**src/hw/rtl/tsi_pkg.sv**
```systemverilog
// ----------------------------------------------------------------------------
// tsi_pkg
// Types, codes and arithmetic helpers for the turtle symbol interpreter.
// ----------------------------------------------------------------------------
package tsi_pkg;

  localparam int STACK_DEPTH = 64;
  localparam int ADDR_W = (STACK_DEPTH > 1) ? $clog2(STACK_DEPTH) : 1;
  localparam int CNT_W  = $clog2(STACK_DEPTH + 1);

  localparam int COORD_W = 32;
  localparam int COEF_W  = 18;
  localparam int REG_W   = 3;

  localparam logic [REG_W-1:0] REG_LEFT_COS  = 3'd0;
  localparam logic [REG_W-1:0] REG_LEFT_SIN  = 3'd1;
  localparam logic [REG_W-1:0] REG_RIGHT_COS = 3'd2;
  localparam logic [REG_W-1:0] REG_RIGHT_SIN = 3'd3;
  localparam logic [REG_W-1:0] REG_REVERSE   = 3'd4;

  localparam logic CMD_START  = 1'b0;
  localparam logic CMD_SYMBOL = 1'b1;

  localparam logic [7:0] SYM_DRAW_F = 8'h46;  // F
  localparam logic [7:0] SYM_DRAW_G = 8'h47;  // G
  localparam logic [7:0] SYM_MOVE   = 8'h66;  // f
  localparam logic [7:0] SYM_LEFT   = 8'h2B;  // +
  localparam logic [7:0] SYM_RIGHT  = 8'h2D;  // -
  localparam logic [7:0] SYM_TURN   = 8'h7C;  // |
  localparam logic [7:0] SYM_PUSH   = 8'h5B;  // [
  localparam logic [7:0] SYM_POP    = 8'h5D;  // ]

  localparam int IN_TDATA_W  = 144;
  localparam int OUT_TDATA_W = 136;

  typedef logic signed [COORD_W-1:0] coord_t;
  typedef logic signed [COEF_W-1:0]  coef_t;

  // full turtle state, pos_x in the lowest bits
  typedef struct packed {
    coord_t prev_y;
    coord_t prev_x;
    coord_t dir_y;
    coord_t dir_x;
    coord_t pos_y;
    coord_t pos_x;
  } turtle_t;

  localparam int ENTRY_W = $bits(turtle_t);

  typedef struct packed {
    logic    stack_overflow;
    coord_t  old_y;
    coord_t  old_x;
    coord_t  y;
    coord_t  x;
  } result_t;

  typedef struct packed {
    logic    clear;
    logic    push;
    logic    pop;
    turtle_t data;
  } stack_cmd_t;

  typedef struct packed {
    logic empty;
    logic full;
  } stack_stat_t;

  function automatic coord_t sat33(input logic signed [COORD_W:0] v);
    coord_t r;
    if (v[COORD_W] != v[COORD_W-1]) begin
      r = v[COORD_W] ? {1'b1, {(COORD_W-1){1'b0}}} : {1'b0, {(COORD_W-1){1'b1}}};
    end else begin
      r = v[COORD_W-1:0];
    end
    return r;
  endfunction

  // a*p -/+ b*q, rounded half up at bit 16, saturated
  function automatic coord_t rot_axis(input coef_t a, input coord_t p,
                                      input coef_t b, input coord_t q,
                                      input logic subtract);
    logic signed [COORD_W+COEF_W-1:0] p1;
    logic signed [COORD_W+COEF_W-1:0] p2;
    logic signed [COORD_W+COEF_W:0]   acc;
    logic signed [COORD_W+COEF_W:0]   shf;
    logic signed [COORD_W+2:0]        sh;
    coord_t r;
    p1 = a * p;
    p2 = b * q;
    acc = subtract ? (p1 - p2) : (p1 + p2);
    acc = acc + (COORD_W+COEF_W+1)'(32768);
    shf = acc >>> 16;
    sh = shf[COORD_W+2:0];
    if (sh > (COORD_W+3)'(signed'(33'sh0_7FFF_FFFF))) begin
      r = {1'b0, {(COORD_W-1){1'b1}}};
    end else if (sh < -(COORD_W+3)'(signed'(33'sh0_8000_0000))) begin
      r = {1'b1, {(COORD_W-1){1'b0}}};
    end else begin
      r = sh[COORD_W-1:0];
    end
    return r;
  endfunction

endpackage

```
**src/hw/rtl/tsi_obuf.sv**
```systemverilog
// ----------------------------------------------------------------------------
// tsi_obuf
// Output register with a skid stage; input ready is a register.
// ----------------------------------------------------------------------------
module tsi_obuf (
  input  logic              clk,
  input  logic              rst,
  input  logic              in_valid,
  input  tsi_pkg::result_t  in_data,
  output logic              in_ready,
  output logic              out_valid,
  input  logic              out_ready,
  output tsi_pkg::result_t  out_data
);

  logic             skid_valid;
  tsi_pkg::result_t skid_data;

  assign in_ready = !skid_valid;

  always_ff @(posedge clk) begin
    if (rst) begin
      out_valid  <= 1'b0;
      skid_valid <= 1'b0;
    end else if (out_valid && !out_ready) begin
      if (in_valid) begin
        skid_valid <= 1'b1;
      end
    end else if (skid_valid) begin
      out_valid  <= 1'b1;
      skid_valid <= 1'b0;
    end else begin
      out_valid <= in_valid;
    end
  end

  always_ff @(posedge clk) begin
    if (out_valid && !out_ready) begin
      if (in_valid) begin
        skid_data <= in_data;
      end
    end else if (skid_valid) begin
      out_data <= skid_data;
    end else if (in_valid) begin
      out_data <= in_data;
    end
  end

  a_skid_behind_out: assert property (@(posedge clk) disable iff (rst)
    skid_valid |-> out_valid)
    else $error("skid holds a beat while output is empty");

  a_no_write_full: assert property (@(posedge clk) disable iff (rst)
    skid_valid |-> !in_valid)
    else $error("beat offered while skid is full");

  a_skid_drain: assert property (@(posedge clk) disable iff (rst)
    skid_valid && out_ready |=> out_valid && !skid_valid)
    else $error("skid beat not moved to output");

endmodule
```
**config.mk**
```make
export PLATFORM = sky130hd
export DESIGN_NAME = tsi_obuf
export DESIGN_NICKNAME = d
export VERILOG_FILES = /design/src/hw/rtl/tsi_pkg.sv /design/src/hw/rtl/tsi_obuf.sv
export SDC_FILE = /design/constraint.sdc
export NUM_CORES = 1
export LEC_CHECK = 0
export ABC_AREA = 1
export ABC_CLOCK_PERIOD_IN_PS = 16850
export BUFFER_PORTS_ARGS = -buffer_cell sky130_fd_sc_hd__buf_2
export CAP_MARGIN = 10
export CELL_PAD_IN_SITES_DETAIL_PLACEMENT = 0
export CELL_PAD_IN_SITES_GLOBAL_PLACEMENT = 1
export CORE_ASPECT_RATIO = 1.1
export CORE_MARGIN = 4
export CORE_UTILIZATION = 45
export DETAILED_ROUTE_END_ITERATION = 6
export GPL_TIMING_DRIVEN = 0
export PLACE_DENSITY = 0.82
export SLEW_MARGIN = 0
export SYNTH_ARGS = -nofsm -noshare
export SYNTH_HDL_FRONTEND = slang
export SYNTH_SLANG_ARGS = --single-unit
```
**constraint.sdc**
```tcl
create_clock -name clk -period 16.85 [get_ports clk]
set_input_delay 3.37 -clock clk [delete_from_list [all_inputs] [get_ports clk]]
set_output_delay 3.37 -clock clk [all_outputs]
set_load 0.005 [all_outputs]
```
==> impl_summary.txt <==
----------------------------------------------------
[Pwr]
  Combinational group share of total power ... 0.069
  Relative contribution of sequential cells to total power ... 0.551
  Switch Pwr ... 0.286 mW
  P_int ... 1.09 mW
  Share of total power in the clock network ... 0.381
  Switching Share ... 0.208
  Power Total ... 1.38 mW
  Power density normalized to cell area ... 113 nW/µm²
  Leakage power total ... 5.20 nW
  Peak supply drop ... 82.7 µV

[Clock tree]
  Hold Buf Count CTS ... 0
  Count of cells resized by post-cts repair ... 0
  Clock Pin Slew Worst Setup and Hold Paths ... 0.06 ns
  H-tree depth ... 1
  Clock buffer count from CTS ... 26
  Clock net sink count ... 260
  Clock tree buffer depth ... 3
  Clock root buffer ... clkbuf_16
  Post-CTS setup buffer count ... 0
  TritonCTS clock tree ... yes
  Insertion delay to the later sink of the worst-skew pair ... 0.51 ns

[Routing]
  Routed wire length on met3 ... 1.77 mm
  Remaining number of nets flagged by the antenna check after routing ... 0
  Violation count after the first detailed-routing iteration ... 272
  Total routed wire length on the met1 layer ... 8.51 mm
  Detailed-route wire length ... 20.8 mm
  Wire length per cell ... 16.1 µm
  Top layer used by detailed routing ... met5
  Met2 Routed Length ... 9.94 mm
  Routed via count ... 5856
  Total iterations of the first detailed-routing run ... 4
  Number of design rule violations left after detail routing ... 0
  Vias per std cell ... 4.54

[GRT]
  Global-route wire length before repair ... 32.4 mm
  Number of global-route vias before repair ... 6012
  Initial antenna violation count ... 4
  Total routing resource utilization after global routing ... 0.172
  Maximum number of pins on one net before global-route repair ... 64
  Global route total overflow ... 0

[Place]
  Number of port buffers ... 263
  Placed wire-length estimate ... 14.6 mm
  Pre-CTS WS ... 11.55 ns
  Routability cong. ... 0.755
  Total placed instance area ... 11400 µm²

[Timing]
  Post-layout min period ... 4.75 ns
  Total Neg Setup Slack ... 0 ns
  Worst hold slack after final layout ... 0.510 ns
  RSZ-0062 raised after global routing ... no
  Slew Limit Headroom ... 0.417
  Setup skew after layout ... 0.00817 ns
  Least-Margin Pin Slew ... 0.872 ns
  Count of endpoints failing setup in the final report ... 0
  Final hold violation count ... 0
  Slew Viols, Final ... 0
  Fmax ... 211 MHz
  Final worst path period share ... 0.282
  Final critical-path setup slack ... 12.10 ns

[Floorplan]
  Total Die Area ... 23600 µm²
  Horizontal die dimension ... 147 µm
  Number of I/O pins ... 264
  Row count ... 55
  Effective utilization at floorplan ... 0.461
  Die boundary height ... 161 µm
  Area of the core ... 20700 µm²

[Logic synthesis]
  Count of different cell masters after synthesis ... 15
  Mapped Nets ... 819
  Synthesized area per cell ... 13.9 µm²
  Total of flip-flops plus latches after synthesis ... 260
  Synthesized area ... 9560 µm²
  Count of synthesis-stage warnings from yosys ... 0
  Synthesized instance count ... 686
  Register area share after synthesis ... 0.815

[Finish]
  Design Area, Final ... 12200 µm²
  Multi-input gate area ... 1530 µm²
  Filler Cells Inserted ... 1677
  Most common cell after layout, fill and taps aside ... nand2_1
  Most frequent cells in the layout ... nand2_1, buf_2, edfxtp_1
  Sequential cell area ... 7790 µm²
  Synth-to-Final Area Change ... 27.6%
  Number of nets in the finished design ... 1117
  Share of cells above drive strength 1 ... 0.342

[Setup path]
  Max FO, Critical Path ... 10
  Required @ worst endpoint ... 13.48 ns
  Critical path class ... register to primary output
  Element type at the critical path start ... register
  Setup crit end kind ... primary output
  Worst EP arrival ... 1.38 ns

[Job]
  Max Cap Violations ... 0

[Status]
  Status ... complete, no violations

[Hold path]
  Tightest Hold Check Type ... register to register

----------------------------------------------------
stage by stage:
| stage | instances | util |
|---|---|---|
| global placement | 1234 | 0.542 |
| detailed placement | 1241 | 0.551 |
| floorplan | 686 | - |
| global route | 1291 | 0.588 |
| CTS | 1289 | 0.588 |
| finish | 1291 | 0.588 |
logic make-up (layout without fill, tap and decap cells):
group                  count (synthesis)  count (layout)  share of synthesized area
flip-flops                           260             260                      0.815
AND/OR/NAND/NOR                      392             392                      0.157
other                                  0               2                          0
buffers and inverters                 32             350                     0.0270
AO/OA/AOI/OAI                          2               2                    0.00105
flip-flops by register name, indices dropped and copies added, names as in the netlist:
signal	flops
out_data	129
skid_valid	1
out_valid	1
skid_data	129
cell type report:
type	count	area share
Multi-Input combinational cell	394	0.125
Timing Repair Buffer	270	0.122
Buffer	29	0.0200
Clock inverter	7	0.00257
Tap cell	285	0.0293
Clock buffer	41	0.0606
Antenna cell	2	0.000411
Inverter	3	0.00113
Sequential cell	260	0.639
power by group through the flow:
| stage | Sequential, mW | Clock, mW | Combinational (mW) |
|---|---|---|---|
| after floorplan | 0.781 | 0 | 0.0313 |
| after global placement | 0.781 | 0 | 0.0881 |
| after detailed placement | 0.771 | 0 | 0.0969 |
| after CTS | 0.758 | 0.539 | 0.0970 |
| after global routing | 0.760 | 0.568 | 0.106 |
| final | 0.758 | 0.524 | 0.0944 |
cells in the mapped netlist:
cell type	instances	share of area
dfxtp_1	2	0.0042
nand2_2	10	0.0065
a21oi_1	1	0.00052
nand3_1	1	0.00052
buf_4	10	0.0079
buf_6	12	0.014
edfxtp_1	258	0.81
clkbuf_1	1	0.00039
and3_1	1	0.00066
nand2_1	378	0.15
buf_2	6	0.0031
inv_4	1	0.00066
inv_1	2	0.00079
o21ai_0	1	0.00052
nor2_1	2	0.00079
per-layer routing:
metal	vias to the layer above	global-route usage
li1	2927	-
met1	2684	0.217
met2	197	0.287
met3	44	0.0536
met4	4	0.0547
met5	-	0
worst paths after layout:
check	depth (start not counted)	slack (ns)	end	startpoint
setup / recovery	4	12.10	in_ready	skid_valid
hold / removal	2	0.51	out_data[24]	skid_data[24]
setup reg to reg	7	14.40	out_data[98]	skid_valid
hold reg to reg	2	0.51	out_data[24]	skid_data[24]
worst max-delay path, cell delays in order, from the launching register on:
cell,delay [ns]
dfxtp_1,0.31
buf_6,0.12
inv_4,0.06
buf_2,0.22
buf_2,0.15
Note: power is estimated with default switching activity, not from simulation.
